`src/rtl/core/i2cee_pkg.sv`:
```
`default_nettype none

package i2cee_pkg;

  // Default EEPROM address width
  localparam int unsigned ADDRESS_BITS_DEF = 16;

  // Field widths of one tick item and one result item
  localparam int unsigned MEM_ADDR_W = 16;
  localparam int unsigned IN_DATA_W  = 32;
  localparam int unsigned IN_USER_W  = 2;
  localparam int unsigned OUT_DATA_W = 16;

  // Configuration port
  localparam int unsigned APB_ADDR_W = 4;
  localparam int unsigned APB_DATA_W = 32;

  typedef logic [1:0] reg_index_t;
  localparam reg_index_t REG_TWO_BYTE_ADDRESS = 2'd0;
  localparam reg_index_t REG_DEVICE_CODE      = 2'd1;
  localparam reg_index_t REG_ACK_TIMEOUT      = 2'd2;
  localparam reg_index_t REG_WRITE_WAIT_TICKS = 2'd3;

  // Register reset values
  localparam logic       TWO_BYTE_ADDRESS_RST = 1'b0;
  localparam logic [6:0] DEVICE_CODE_RST      = 7'h50;
  localparam logic [7:0] ACK_TIMEOUT_RST      = 8'd250;
  localparam logic [15:0] WRITE_WAIT_RST      = 16'd3000;

  // Tick kinds
  typedef logic [1:0] kind_t;
  localparam kind_t KIND_TICK  = 2'd0;
  localparam kind_t KIND_WRITE = 2'd1;
  localparam kind_t KIND_READ  = 2'd2;

endpackage

`default_nettype wire

```
`src/rtl/core/i2c_eeprom_byte_master_unit.sv`:
```
`default_nettype none

// I2C master for a single-byte write or random read on a 24Cxx-style EEPROM.
// Each transfer on the s_ channel is one quarter-bit tick: tuser carries the
// kind (plain tick, write request, read request) and tdata carries the
// address, the byte to write and the sampled SDA level. Each tick produces
// exactly one result on the m_ channel with the SCL level, the SDA pull-down,
// busy, a one-tick done pulse, the read byte and the acknowledge error flag.
// The result of a tick is presented the cycle after the tick is accepted;
// the sequencer takes one tick per clock, so ticks may stream back to back.
// The result register is refilled in the same cycle it is taken, so s_tready
// drops only while a result waits and m_tready is low; ticks then stall and
// the bus state does not advance.
// Requests arriving while a transaction or write wait runs are ignored.
// Reset (rst, synchronous) returns the sequencer to idle, clears the result
// valid flag and restores the register defaults. Registers are written over
// the APB port at byte address 4*index and should only change while idle.
module i2c_eeprom_byte_master_unit #(
  parameter int unsigned ADDRESS_BITS = i2cee_pkg::ADDRESS_BITS_DEF
) (
  input  wire  logic                              clk,
  input  wire  logic                              rst,
  // s_tdata: mem_address[15:0], write_value[23:16], sda_sample[24], zero pad
  input  wire  logic                              s_tvalid,
  output logic                                    s_tready,
  input  wire  logic [i2cee_pkg::IN_DATA_W-1:0]   s_tdata,
  // s_tuser: kind[1:0]
  input  wire  logic [i2cee_pkg::IN_USER_W-1:0]   s_tuser,
  // m_tdata: scl_level[0], sda_pull_low[1], busy_res[2], done_res[3],
  //          read_value[11:4], ack_error[12], zero pad
  output logic                                    m_tvalid,
  input  wire  logic                              m_tready,
  output logic [i2cee_pkg::OUT_DATA_W-1:0]        m_tdata,
  input  wire  logic                              psel,
  input  wire  logic                              penable,
  input  wire  logic                              pwrite,
  input  wire  logic [i2cee_pkg::APB_ADDR_W-1:0]  paddr,
  input  wire  logic [i2cee_pkg::APB_DATA_W-1:0]  pwdata,
  output logic [i2cee_pkg::APB_DATA_W-1:0]        prdata,
  output logic                                    pready
);
  import i2cee_pkg::*;

  localparam logic [3:0] PH_IDLE    = 4'd0;
  localparam logic [3:0] PH_START   = 4'd1;
  localparam logic [3:0] PH_DEVW    = 4'd2;
  localparam logic [3:0] PH_ADHI    = 4'd3;
  localparam logic [3:0] PH_ADLO    = 4'd4;
  localparam logic [3:0] PH_DATA    = 4'd5;
  localparam logic [3:0] PH_RESTART = 4'd6;
  localparam logic [3:0] PH_DEVR    = 4'd7;
  localparam logic [3:0] PH_READ    = 4'd8;
  localparam logic [3:0] PH_STOP    = 4'd9;
  localparam logic [3:0] PH_WAIT    = 4'd10;

  // Configuration registers
  logic        two_byte_address;
  logic [6:0]  device_code;
  logic [7:0]  ack_timeout;
  logic [15:0] write_wait_ticks;

  // Sequencer state
  logic [3:0]              phase, phase_next;
  logic [1:0]              quarter_count, quarter_count_next;
  logic [3:0]              bit_count, bit_count_next;
  logic [7:0]              shift_byte, shift_byte_next;
  logic [7:0]              timeout_count, timeout_count_next;
  logic [15:0]             wait_count, wait_count_next;
  logic [ADDRESS_BITS-1:0] held_address, held_address_next;
  logic [7:0]              held_value, held_value_next;
  logic                    is_read, is_read_next;
  logic                    error_seen, error_seen_next;

  // Tick fields
  kind_t                 kind;
  logic [MEM_ADDR_W-1:0] mem_address;
  logic [7:0]            write_value;
  logic                  sda_sample;

  logic        scl_level, sda_pull_low, busy_res, done_res, ack_error;
  logic [7:0]  read_value;
  logic [15:0] addr_full;
  logic [7:0]  dev_byte;
  logic        in_xfer, cfg_write;
  reg_index_t  cfg_index;

  assign kind        = s_tuser[1:0];
  assign mem_address = s_tdata[15:0];
  assign write_value = s_tdata[23:16];
  assign sda_sample  = s_tdata[24];

  assign s_tready = !m_tvalid || m_tready;
  assign in_xfer  = s_tvalid && s_tready;

  assign pready    = 1'b1;
  assign cfg_index = paddr[3:2];
  assign cfg_write = psel && penable && pwrite && pready;

  assign addr_full = 16'(held_address);
  assign dev_byte  = two_byte_address ? {device_code, 1'b0}
                                      : ({device_code, 1'b0} | {4'b0, addr_full[10:8], 1'b0});

  always_comb begin
    phase_next         = phase;
    quarter_count_next = quarter_count;
    bit_count_next     = bit_count;
    shift_byte_next    = shift_byte;
    timeout_count_next = timeout_count;
    wait_count_next    = wait_count;
    held_address_next  = held_address;
    held_value_next    = held_value;
    is_read_next       = is_read;
    error_seen_next    = error_seen;
    scl_level          = 1'b1;
    sda_pull_low       = 1'b0;
    done_res           = 1'b0;

    case (phase)
      PH_IDLE: begin
        if (kind == KIND_WRITE || kind == KIND_READ) begin
          held_address_next  = mem_address[ADDRESS_BITS-1:0];
          held_value_next    = write_value;
          is_read_next       = (kind == KIND_READ);
          error_seen_next    = 1'b0;
          phase_next         = PH_START;
          quarter_count_next = 2'd0;
        end
      end
      PH_START, PH_RESTART: begin
        scl_level    = (quarter_count == 2'd1) || (quarter_count == 2'd2);
        sda_pull_low = quarter_count[1];
        if (quarter_count == 2'd3) begin
          phase_next         = (phase == PH_START) ? PH_DEVW : PH_DEVR;
          shift_byte_next    = dev_byte | {7'b0, phase == PH_RESTART};
          bit_count_next     = 4'd0;
          quarter_count_next = 2'd0;
          timeout_count_next = 8'd0;
        end else begin
          quarter_count_next = quarter_count + 2'd1;
        end
      end
      PH_DEVW, PH_ADHI, PH_ADLO, PH_DATA, PH_DEVR: begin
        scl_level = quarter_count[1];
        if (bit_count < 4'd8) begin
          sda_pull_low = !shift_byte[7];
          if (quarter_count == 2'd3) begin
            shift_byte_next    = {shift_byte[6:0], 1'b0};
            bit_count_next     = bit_count + 4'd1;
            timeout_count_next = 8'd0;
          end
          quarter_count_next = quarter_count + 2'd1;
        end else if (quarter_count == 2'd2) begin
          // Hold the sampling quarter while the slave has not acknowledged
          if (sda_sample) begin
            if (timeout_count >= ack_timeout) begin
              error_seen_next    = 1'b1;
              phase_next         = PH_STOP;
              quarter_count_next = 2'd0;
            end else begin
              timeout_count_next = timeout_count + 8'd1;
            end
          end else begin
            quarter_count_next = 2'd3;
          end
        end else if (quarter_count == 2'd3) begin
          // Acknowledged: load the next byte of the sequence, or go on to the repeated start or the stop
          bit_count_next     = 4'd0;
          quarter_count_next = 2'd0;
          timeout_count_next = 8'd0;
          case (phase)
            PH_DEVW: begin
              if (two_byte_address) begin
                phase_next      = PH_ADHI;
                shift_byte_next = addr_full[15:8];
              end else begin
                phase_next      = PH_ADLO;
                shift_byte_next = addr_full[7:0];
              end
            end
            PH_ADHI: begin
              phase_next      = PH_ADLO;
              shift_byte_next = addr_full[7:0];
            end
            PH_ADLO: begin
              if (is_read) begin
                phase_next         = PH_RESTART;
                bit_count_next     = bit_count;
                timeout_count_next = timeout_count;
              end else begin
                phase_next      = PH_DATA;
                shift_byte_next = held_value;
              end
            end
            PH_DEVR: begin
              phase_next      = PH_READ;
              shift_byte_next = 8'd0;
            end
            default: begin
              phase_next         = PH_STOP;
              bit_count_next     = bit_count;
              timeout_count_next = timeout_count;
            end
          endcase
        end else begin
          quarter_count_next = quarter_count + 2'd1;
        end
      end
      PH_READ: begin
        scl_level = quarter_count[1];
        if (bit_count < 4'd8) begin
          if (quarter_count == 2'd2) begin
            shift_byte_next = {shift_byte[6:0], sda_sample};
          end
          if (quarter_count == 2'd3) begin
            bit_count_next = bit_count + 4'd1;
          end
          quarter_count_next = quarter_count + 2'd1;
        end else if (quarter_count == 2'd3) begin
          held_value_next    = shift_byte;
          phase_next         = PH_STOP;
          quarter_count_next = 2'd0;
        end else begin
          quarter_count_next = quarter_count + 2'd1;
        end
      end
      PH_STOP: begin
        scl_level    = (quarter_count != 2'd0);
        sda_pull_low = (quarter_count != 2'd3);
        if (quarter_count == 2'd3) begin
          quarter_count_next = 2'd0;
          if (is_read || error_seen) begin
            phase_next = PH_IDLE;
            done_res   = 1'b1;
          end else begin
            phase_next      = PH_WAIT;
            wait_count_next = write_wait_ticks;
          end
        end else begin
          quarter_count_next = quarter_count + 2'd1;
        end
      end
      PH_WAIT: begin
        if (wait_count == 16'd0) begin
          phase_next = PH_IDLE;
          done_res   = 1'b1;
        end else begin
          wait_count_next = wait_count - 16'd1;
        end
      end
      default: begin
        phase_next         = PH_IDLE;
        quarter_count_next = 2'd0;
      end
    endcase
  end

  assign busy_res   = (phase_next != PH_IDLE);
  assign read_value = (done_res && is_read && !error_seen) ? held_value : 8'd0;
  assign ack_error  = done_res && error_seen;

  always_ff @(posedge clk) begin
    if (rst) begin
      phase         <= PH_IDLE;
      quarter_count <= 2'd0;
      bit_count     <= 4'd0;
      shift_byte    <= 8'd0;
      timeout_count <= 8'd0;
      wait_count    <= 16'd0;
      held_address  <= '0;
      held_value    <= 8'd0;
      is_read       <= 1'b0;
      error_seen    <= 1'b0;
    end else if (in_xfer) begin
      phase         <= phase_next;
      quarter_count <= quarter_count_next;
      bit_count     <= bit_count_next;
      shift_byte    <= shift_byte_next;
      timeout_count <= timeout_count_next;
      wait_count    <= wait_count_next;
      held_address  <= held_address_next;
      held_value    <= held_value_next;
      is_read       <= is_read_next;
      error_seen    <= error_seen_next;
    end
  end

  // Result register
  always_ff @(posedge clk) begin
    if (rst) begin
      m_tvalid <= 1'b0;
    end else if (in_xfer) begin
      m_tvalid <= 1'b1;
    end else if (m_tready) begin
      m_tvalid <= 1'b0;
    end
  end

  always_ff @(posedge clk) begin
    if (in_xfer) begin
      m_tdata <= {3'b0, ack_error, read_value, done_res, busy_res, sda_pull_low, scl_level};
    end
  end

  // Configuration registers
  always_ff @(posedge clk) begin
    if (rst) begin
      two_byte_address <= TWO_BYTE_ADDRESS_RST;
      device_code      <= DEVICE_CODE_RST;
      ack_timeout      <= ACK_TIMEOUT_RST;
      write_wait_ticks <= WRITE_WAIT_RST;
    end else if (cfg_write) begin
      case (cfg_index)
        REG_TWO_BYTE_ADDRESS: two_byte_address <= pwdata[0];
        REG_DEVICE_CODE:      device_code      <= pwdata[6:0];
        REG_ACK_TIMEOUT:      ack_timeout      <= pwdata[7:0];
        REG_WRITE_WAIT_TICKS: write_wait_ticks <= pwdata[15:0];
        default: ;
      endcase
    end
  end

  always_comb begin
    case (cfg_index)
      REG_TWO_BYTE_ADDRESS: prdata = {31'b0, two_byte_address};
      REG_DEVICE_CODE:      prdata = {25'b0, device_code};
      REG_ACK_TIMEOUT:      prdata = {24'b0, ack_timeout};
      REG_WRITE_WAIT_TICKS: prdata = {16'b0, write_wait_ticks};
      default:              prdata = '0;
    endcase
  end

`ifndef SYNTHESIS
  a_result_after_tick: assert property (@(posedge clk) disable iff (rst)
    in_xfer |=> m_tvalid)
    else $error("accepted tick left no result");

  a_done_not_busy: assert property (@(posedge clk) disable iff (rst)
    (m_tvalid && m_tdata[3]) |-> !m_tdata[2])
    else $error("done reported while still busy");

  a_error_with_done: assert property (@(posedge clk) disable iff (rst)
    (m_tvalid && (m_tdata[12] || m_tdata[11:4] != 8'd0)) |-> m_tdata[3])
    else $error("error or read byte reported without done");
`endif

endmodule

`default_nettype wire

```
`config.mk`:
```
export PLATFORM = sky130hd
export DESIGN_NAME = i2c_eeprom_byte_master_unit
export DESIGN_NICKNAME = d
export VERILOG_FILES = /design/src/rtl/core/i2cee_pkg.sv /design/src/rtl/core/i2c_eeprom_byte_master_unit.sv
export SDC_FILE = /design/constraint.sdc
export NUM_CORES = 1
export LEC_CHECK = 0
export BUFFER_PORTS_ARGS = -buffer_cell sky130_fd_sc_hd__buf_2
export CAP_MARGIN = 10
export CELL_PAD_IN_SITES_DETAIL_PLACEMENT = 1
export CELL_PAD_IN_SITES_GLOBAL_PLACEMENT = 2
export CORE_MARGIN = 4
export CORE_UTILIZATION = 29
export CTS_CLUSTER_SIZE = 10
export DETAILED_ROUTE_END_ITERATION = 16
export HOLD_SLACK_MARGIN = 0.1
export PLACE_DENSITY = 0.85
export SETUP_SLACK_MARGIN = 0.1
export SYNTH_ARGS = -nofsm -noshare
export SYNTH_HDL_FRONTEND = slang
export SYNTH_SLANG_ARGS = --single-unit
```
`constraint.sdc`:
```
create_clock -name clk -period 2.3 [get_ports clk]
set_input_delay 0.345 -clock clk [delete_from_list [all_inputs] [get_ports clk]]
set_output_delay 0.345 -clock clk [all_outputs]
set_load 0.01 [all_outputs]
```
==> results_dict.tcl, run 1 <==
set metrics [dict create \
    ff2ff_setup_slack_ps 20 \
    clockBufferDepth 2 \
    rr_worst_depth 6 \
    cts_tree "done" \
    arrival_ps 2570 \
    end_kind "flip-flop" \
    num_io_pins 128 \
    power.density_nw_per_um2 636 \
    postSynth.asyncResetShare_pct 0 \
    detailed_place_hpwl_um 16500 \
    power.total_mw 5.63 \
    core_um2 22100 \
    synth_area_um2 6590 \
    holdPathEnd "write_wait_ticks[11]$_SDFFE_PP1P_" \
    clk_latency_ps 420 \
    synth.avg_cell_area_um2 7.97 \
    crit_family "simple AND/OR/NAND/NOR gates" \
    vdd_drop_max_v 0.000503 \
    slew_headroom_pct 65.0 \
    setup_viol 0 \
    vias 6755 \
    die_x_um 159 \
    grt_max_degree 38 \
    dr.pass1.iters 5 \
    cp-start-kind "flip-flop" \
    port-buffer-count 82 \
    synth_top_family_by_area "simple AND/OR/NAND/NOR gates" \
    crit_path_cell_trace "or4_4, or4_4, or4_4, o22a_2, o21ai_1, a21oi_1" \
    htree_levels 4 \
    cts_root_buf "clkbuf_16" \
    crit_path_max_incr_delay_ps 540 \
    syn_to_final_growth_pct 34.2 \
    cts_hold_buf 0 \
    ant_nets 0 \
    cpMostUsedCell "or4_4" \
    drv_slew 0 \
    fin_util_pct 40.0 \
    reg2reg_from "wait_count[0]$_SDFFE_PP0P_" \
    combPwrFrac_pct 13.7 \
    gr-usage-all-layers_pct 18.1 \
    wl_per_cell_um 18.8 \
    synth_cells 827 \
    p_leak_nw 3.66 \
    hold_class "input port to flip-flop" \
    max_cap_viol_count 0 \
    critPathBufInv 0 \
    power_frac_clock_pct 48.0 \
    grt.overflow.total 0 \
    holdWs_ps 134 \
    grt_pass1_vias 6874 \
    switching_share_pct 26.2 \
    setup_slack_ps 21.6 \
    synth-seq-cells 114 \
    remaining_drc_errors 0 \
    final_common_cell "nand2_1" \
    p_int_mw 4.15 \
    dpl_worst_slack_ps -8.02 \
    vias_per_cell 5.36 \
    fillers 2607 \
    path_clk_slew_ps 50 \
    rsz0062_at_grt "yes" \
    synth-simple-area-share_pct 23.8 \
    cts_buffers 17 \
    fin_cells 1260 \
    clock_sinks 114 \
    synthMuxAreaShare_pct 5.81 \
    rows 54 \
    tightest_slew_ps 521 \
    dieHeight_um 159 \
    required_ps 2590 \
    regArea_um2 2430 \
    initial_utilization_pct 29.8 \
    ys.flop_type "dfxtp_1" \
    crit_slowest_cell "or4_4" \
    status "complete, no violations" \
    dp.cells 1201 \
    synth_edf_count 13 \
    period_needed_ps 2280 \
    gp_congestion 0.892 \
    ys_types 78 \
    hold_viol 0 \
    multi_input_area_um2 4120 \
    p_switching_mw 1.47 \
    synth.yosys.seq_area_share_pct 36.6 \
    seqPwrFrac_pct 38.4 \
    yosys_warnings 0 \
    r2r-end "wait_count[15]$_SDFFE_PP0P_" \
    crit_fanout 4 \
    hold_start "pwdata[11]" \
    grt_pass1_wl_um 37500 \
    critPathKind "flip-flop to flip-flop" \
    synth_adder_area_share_pct 2.85 \
    antenna_cells 0 \
    synth_compound_area_share_pct 22.1 \
    antenna_found_initial 2 \
    drive_gt1_share_pct 31.2 \
    holdPathStages 3 \
    synth_xor_area_share_pct 0.399 \
    wirelength_um 23700 \
    timing.final.crit_share_pct 99.1 \
    first_iter_violations 534 \
    most-common-layout-cells "nand2_1 (102), dfxtp_1 (90), buf_4 (87)" \
    skew_ps 9.76 \
    die_area_um2 25200 \
    fin_nets 1059 \
    fmax_ghz 0.439 \
]
-- per-stage QoR --
step	setup TNS (ps)	instance area (um^2)
6_report	0	8850
5_1_grt	-160	8850
4_1_cts	0	8450
3_5_place_dp	-14.2	7600
3_3_place_gp	0	7600
2_1_floorplan	0	6690
-- flip-flops by register name, indices dropped and copies added, names as in the netlist, 7 cells and up --
signal,flops
addr_full,16
wait_count,16
write_wait_ticks,16
m_tdata,13
ack_timeout,8
held_value,8
shift_byte,8
timeout_count,8
device_code,7
-- cell type report --
class                           count  share of cell area (%)
Clock buffer                       21                    5.20
Clock inverter                     11                    1.53
Inverter                           30                    1.27
Multi-Input combinational cell    621                    46.5
Sequential cell                   114                    27.5
Tap cell                          280                    3.96
Timing Repair Buffer              183                    14.0
-- worst max-delay path by stage --
stage                                  startpoint                            end  cells past startpoint
floorplan              wait_count[0]$_SDFFE_PP0P_    wait_count[15]$_SDFFE_PP0P_                      7
global placement       wait_count[0]$_SDFFE_PP0P_    wait_count[10]$_SDFFE_PP0P_                      9
detailed placement  timeout_count[0]$_SDFFE_PP0P_  timeout_count[4]$_SDFFE_PP0P_                      9
CTS                    wait_count[0]$_SDFFE_PP0P_    wait_count[15]$_SDFFE_PP0P_                      6
finish                 wait_count[0]$_SDFFE_PP0P_    wait_count[15]$_SDFFE_PP0P_                      6
global route           wait_count[0]$_SDFFE_PP0P_    wait_count[15]$_SDFFE_PP0P_                      6
-- power by group through the flow --
stage          registers (mW)  logic (mW)  clock network, mW
6_report                 2.16       0.769               2.70
5_1_grt                  2.17       0.839               2.85
4_1_cts                  2.15       0.712               2.74
3_5_place_dp             2.19       0.693                  0
3_3_place_gp             2.19       0.684                  0
2_1_floorplan            2.17       0.445                  0
-- cells in the mapped netlist (5+ instances only) --
master / number / area [um^2]
nor4_1: 10 / 62.6
o22ai_1: 8 / 50.1
nor2_1: 76 / 285
ha_1: 15 / 188
buf_6: 6 / 67.6
buf_2: 6 / 30.0
nand3_1: 23 / 115
nor3_1: 20 / 100
o32ai_1: 5 / 43.8
nand2b_1: 13 / 81.3
a311oi_1: 11 / 96.3
buf_4: 21 / 158
mux2i_1: 36 / 360
or3_1: 6 / 37.5
a21oi_1: 59 / 295
nor2b_1: 6 / 37.5
a31oi_1: 5 / 31.3
dfxtp_1: 101 / 2020
nand2_1: 111 / 417
nand3b_1: 5 / 37.5
o211ai_1: 8 / 60.1
o21ai_0: 59 / 295
clkbuf_1: 41 / 154
and3_1: 13 / 81.3
a22o_1: 6 / 52.6
inv_1: 29 / 109
buf_1: 6 / 22.5
and2_1: 9 / 56.3
a21o_1: 5 / 37.5
or2_2: 5 / 31.3
o31ai_1: 6 / 45.0
edfxtp_1: 13 / 390
-- what timing repair did --
item / CTS / global route
pin swaps: 20 / 18
gates cloned: 2 / 0
hold endpoints to repair: 0 / 0
resized for setup: 43 / 61
setup buffers: 8 / 17
setup endpoints to repair: 39 / 47
-- metal layers --
layer  global-route usage, %  up-vias  part of all wire (%)
li1                        -     3227                     -
met1                    23.6     3301                    45
met2                    29.5      180                    48
met3                    4.20       43                   4.8
met4                    6.67        4                   2.6
met5                       0        -                 0.093
-- worst reg2reg max path, delay by kind of cell (launching register included) --
kind / cells / cell delay (ps)
AO/OA/AOI/OAI: 3 / 390
flip-flops: 1 / 340
AND/OR/NAND/NOR: 3 / 1430
-- logic make-up after synthesis --
kind of cell,Yosys count
fa+ha+maj,15
flops,114
other cells,2
mux,37
xor+xnor,3
buf+inv,111
simple gates,322
compound gates,223
No activity file was read; power rests on OpenSTA's default activity.
==> run 2: changes to the inputs <==
- CORE_UTILIZATION: 29 -> 35
- PLACE_DENSITY: 0.85 -> 0.95
- clock period: 2.3 -> 2.79 ns (I/O delays scaled with it)
==> run 2 against run 1 <==
  * Die area down 16%
  * Worst hold slack improved by 82 ps
  * Core utilization increased by 3.2 points
  * Flip-flop and latch count is the same
  * Sequential power is 18% lower
  * Total power decreased by 18%
  * Cell area decreased by 11%
  * Clock-buffer cell count increased by 1
  * Non-clock buffer count is 56 lower
  * Largest cell class unchanged
  * Largest power group unchanged
==> results_dict.tcl, run 2 (same netlist as run 1, synthesis figures left out) <==
set metrics [dict create \
    cts_tree "done" \
    cp-start-kind "flip-flop" \
    hold_viol 0 \
    cts_root_buf "clkbuf_16" \
    reg2reg_from "timeout_count[0]$_SDFFE_PP0P_" \
    skew_ps 9.86 \
    drv_slew 0 \
    vias 6565 \
    wirelength_um 21800 \
    p_leak_nw 3.29 \
    required_ps 2910 \
    end_kind "flip-flop" \
    grt.overflow.total 0 \
    clk_latency_ps 420 \
    remaining_drc_errors 0 \
    slew_headroom_pct 53.1 \
    fin_nets 1002 \
    startpoint "timeout_count[0]$_SDFFE_PP0P_" \
    ant_nets 0 \
    gp_congestion 0.901 \
    fmax_ghz 0.376 \
    clock_sinks 114 \
    p_int_mw 3.41 \
    rows 49 \
    fin_util_pct 43.2 \
    arrival_ps 2780 \
    fin_area_um2 7900 \
    hold_start "pwdata[11]" \
    switching_share_pct 25.8 \
    initial_utilization_pct 36.1 \
    setup_viol 0 \
    grt_max_degree 50 \
    vias_per_cell 5.70 \
    vdd_drop_max_v 0.000331 \
    wl_per_cell_um 19.0 \
    place_area_um2 7280 \
    fin_cells 1151 \
    antenna_found_initial 0 \
    htree_levels 4 \
    die_area_um2 21100 \
    timing.final.crit_share_pct 95.2 \
    dr.pass1.iters 7 \
    first_iter_violations 630 \
    holdWs_ps 216 \
    hold_class "input port to flip-flop" \
    path_clk_slew_ps 60 \
    grt_pass1_vias 6585 \
    power_frac_clock_pct 49.2 \
    status "complete, no violations" \
    clockBufferDepth 2 \
    power.total_mw 4.59 \
    crit_fanout 9 \
    cts_buffers 17 \
    dpl_worst_slack_ps 130 \
    most-common-layout-cells "nand2_1 (111), dfxtp_1 (101), buf_2 (82)" \
    tightest_slew_ps 703 \
    post_cts_buffers 0 \
    final_common_cell "nand2_1" \
    gr-usage-all-layers_pct 20.4 \
    core_um2 18300 \
    num_io_pins 128 \
    syn_to_final_growth_pct 19.9 \
    power.density_nw_per_um2 581 \
    setup_slack_ps 134 \
    grt_pass1_wl_um 35600 \
    rsz0062_at_grt "yes" \
    tns_ps 0 \
    max_cap_viol_count 0 \
    critPathKind "flip-flop to flip-flop" \
    drive_gt1_share_pct 19.5 \
    dieHeight_um 145 \
    period_needed_ps 2660 \
    p_switching_mw 1.18 \
    combPwrFrac_pct 12.1 \
    seqPwrFrac_pct 38.7 \
    detailed_place_hpwl_um 15400 \
    die_x_um 145 \
    port-buffer-count 82 \
    dp.cells 1120 \
]
==> run 2: cell types whose count changed in the layout (fill, tap and decap cells not counted), sizes merged <==
cell    change
bufinv      -1
inv         +1
clkbuf      +1
buf        -56
diode       +1
nor2b       -1
clkinv      -3
==> run 2: path summary, 6_finish.rpt <==
path	endpoint	depth (start not counted)	slack [ps]
worst max-delay path	m_tdata[2]$_DFFE_PP_	8	130
worst min register to register	ack_timeout[2]$_SDFFE_PP0P_	2	460
worst min-delay path	write_wait_ticks[11]$_SDFFE_PP1P_	3	220
worst max register to register	m_tdata[2]$_DFFE_PP_	8	130
==> run 2: final cells by class <==
cell class,instances,area [um^2]
Antenna cell,1,2.50
Clock buffer,22,517
Clock inverter,8,96.3
Fill cell,2237,10400
Inverter,30,113
Multi-Input combinational cell,620,3710
Sequential cell,114,2410
Tap cell,229,287
Timing Repair Buffer,127,761
==> run 2: repair_timing <==
item | in CTS | in global routing
gates resized for setup | 1 | 3
hold buffers | 0 | 0
setup endpoints to repair | 1 | 12
==> run 2: power groups by stage <==
stage | Combinational, mW | Sequential [mW] | Clock, mW
finish | 0.555 | 1.78 | 2.26
global route | 0.611 | 1.78 | 2.37
CTS | 0.548 | 1.78 | 2.29
detailed placement | 0.542 | 1.81 | 0
global placement | 0.528 | 1.81 | 0
floorplan | 0.364 | 1.79 | 0
==> run 2: per-layer routing <==
| layer | up-vias | GRT usage (%) | share of wire, % |
|---|---|---|---|
| met5 | - | 0 | 0 |
| met4 | 0 | 6.79 | 2.2 |
| met3 | 49 | 4.40 | 6.1 |
| met2 | 232 | 32.8 | 46 |
| met1 | 3178 | 27.5 | 46 |
| li1 | 3106 | - | - |
==> run 2: critical path, stage by stage (launching register included) <==
cell       delay [ps]
dfxtp_1           380
inv_1              60
ha_1              260
nand2b_1          140
a2111oi_0         460
o31a_1            460
o211a_1           200
o21a_1            200
nand4_1           190
==> run 3: changes to the inputs <==
- BUFFER_PORTS_ARGS: -buffer_cell sky130_fd_sc_hd__buf_2 -> not set
- CORE_MARGIN: 4 -> not set
- CORE_UTILIZATION: 35 -> 40
- DONT_BUFFER_PORTS: not set -> 1
- PLACE_DENSITY: 0.95 -> 0.94
==> run 3 against run 2 <==
  * Flip-flop and latch count did not move
  * Clock power rose by 5%
  * Register-to-register slack improved by 90 ps
  * Critical path depth fell by 2
  * First-iteration DRC count fell by 23%
  * Total power rose by 1.2%
==> results_dict.tcl, run 3 (same netlist as run 1, synthesis figures left out) <==
set metrics [dict create \
    clock_sinks 114 \
    multi_input_area_um2 3720 \
    r2r-end "wait_count[15]$_SDFFE_PP0P_" \
    fin_nets 914 \
    tns_ps 0 \
    wirelength_um 22000 \
    holdPathEnd "wait_count[7]$_SDFFE_PP0P_" \
    hold_class "input port to flip-flop" \
    dr.pass1.iters 5 \
    max_cap_viol_count 0 \
    arrival_ps 2860 \
    timing.final.crit_share_pct 91.9 \
    final_common_cell "nand2_1" \
    rows 46 \
    initial_utilization_pct 41.2 \
    wl_per_cell_um 20.9 \
    die_area_um2 17000 \
    dpl_worst_slack_ps 64.7 \
    num_io_pins 128 \
    cts_tree "done" \
    dieHeight_um 130 \
    slew_headroom_pct 50.4 \
    holdPathStages 1 \
    rsz0062_at_grt "no" \
    hold_start "rst" \
    grt_pass1_vias 6502 \
    antenna_found_initial 0 \
    path_clk_slew_ps 50 \
    vias 6308 \
    clk_latency_ps 430 \
    most-common-layout-cells "nand2_1 (111), dfxtp_1 (101), nor2_1 (76)" \
    gp_congestion 0.957 \
    remaining_drc_errors 0 \
    power.density_nw_per_um2 619 \
    drive_gt1_share_pct 11.1 \
    setup_viol 0 \
    critPathKind "flip-flop to flip-flop" \
    fmax_ghz 0.390 \
    first_iter_violations 484 \
    gr-usage-all-layers_pct 27.2 \
    combPwrFrac_pct 10.4 \
    setup_slack_ps 227 \
    cp-start-kind "flip-flop" \
    ant_nets 0 \
    required_ps 3090 \
    grt.overflow.total 0 \
    crit_fanout 6 \
    core_um2 16000 \
    tightest_slew_ps 743 \
    cts_root_buf "clkbuf_16" \
    regArea_um2 2410 \
    ff2ff_setup_slack_ps 230 \
    antenna_cells 0 \
    p_switching_mw 1.17 \
    vdd_drop_max_v 0.000448 \
    switching_share_pct 25.2 \
    rr_worst_depth 6 \
    htree_levels 4 \
    cts_buffers 17 \
    skew_ps 9.47 \
    seqPwrFrac_pct 38.5 \
    syn_to_final_growth_pct 13.9 \
    status "complete, no violations" \
    p_leak_nw 2.96 \
    hold_viol 0 \
    die_x_um 130 \
    p_int_mw 3.48 \
    power_frac_clock_pct 51.1 \
    detailed_place_hpwl_um 15300 \
    port-buffer-count 0 \
    drv_slew 0 \
    clockBufferDepth 2 \
    period_needed_ps 2560 \
    end_kind "flip-flop" \
    reg2reg_from "wait_count[0]$_SDFFE_PP0P_" \
    vias_per_cell 6.00 \
    grt_pass1_wl_um 35000 \
    grt_max_degree 61 \
    fillers 1974 \
]
run 3: cell types whose count changed in the layout (fill, tap and decap cells not counted), moves of 2 or more:
| cell | before | now |
|---|---|---|
| buf_4 | 44 | 35 |
| buf_12 | 1 | 3 |
| clkbuf_1 | 0 | 2 |
| buf_2 | 82 | 0 |
| clkinvlp_4 | 2 | 0 |
run 3: routing by layer:
metal,global-route usage (%),share of wire (%),wire (um)
met1,33.9,43,9430
met2,43.6,47,10300
met3,6.36,6.0,1310
met4,14.2,4.2,921
met5,0,0,0
run 3: how the worst max path moves through the flow:
stage          cells past startpoint  slack [ps]                          start                            end
2_1_floorplan                      9         340     wait_count[0]$_SDFFE_PP0P_    wait_count[14]$_SDFFE_PP0P_
3_3_place_gp                       9         180     wait_count[0]$_SDFFE_PP0P_     wait_count[3]$_SDFFE_PP0P_
3_5_place_dp                       8          60  timeout_count[0]$_SDFFE_PP0P_  timeout_count[6]$_SDFFE_PP0P_
4_1_cts                            9         120     wait_count[0]$_SDFFE_PP0P_     wait_count[3]$_SDFFE_PP0P_
5_1_grt                            7         150          phase[1]$_SDFFE_PP0P_     wait_count[2]$_SDFFE_PP0P_
6_report                           6         230     wait_count[0]$_SDFFE_PP0P_    wait_count[15]$_SDFFE_PP0P_
run 3: stage by stage:
stage          total power, mW  std cells  hold slack, ps  instance area (um^2)  utilization, %
6_report                  4.65       1051             114                  7510            46.9
5_1_grt                   4.79       1051             106                  7510            46.9
4_1_cts                   4.66       1051             100                  7490            46.8
3_5_place_dp              2.27       1018             460                  6820            42.6
3_3_place_gp              2.24       1018             441                  6820            42.6
2_1_floorplan             2.15        845             436                  6660               -
run 3: power groups by stage:
stage / Clock [mW] / Sequential [mW] / Combinational [mW]
final: 2.37 / 1.79 / 0.484
after global routing: 2.47 / 1.79 / 0.527
after CTS: 2.39 / 1.79 / 0.476
after detailed placement: 0 / 1.82 / 0.445
after global placement: 0 / 1.82 / 0.425
after floorplan: 0 / 1.79 / 0.364
run 3: cell type report:
| cell class | instances | area share (%) |
|---|---|---|
| repair buffers | 39 | 4.67 |
| clock inverters | 8 | 1.58 |
| flip-flops and latches | 114 | 32.1 |
| well taps | 216 | 3.60 |
| clock buffers | 24 | 6.98 |
| inverters | 30 | 1.50 |
| multi-input cells | 620 | 49.6 |
run 3: repair_timing:
item                                    4_1_cts  5_1_grt
buffers inserted                              0        0
hold endpoints to repair                     60        0
endpoints found under the setup margin        4       20
gates resized for setup                       1        5
hold buffers                                  1        0
run 3: worst max-delay path, stage by stage, from the launching register on:
cell and delay [ps]:
dfxtp_1 340, or4_4 560, or4_1 580, or4_4 500, o22a_2 220, o21ai_0 150, a21oi_1 100
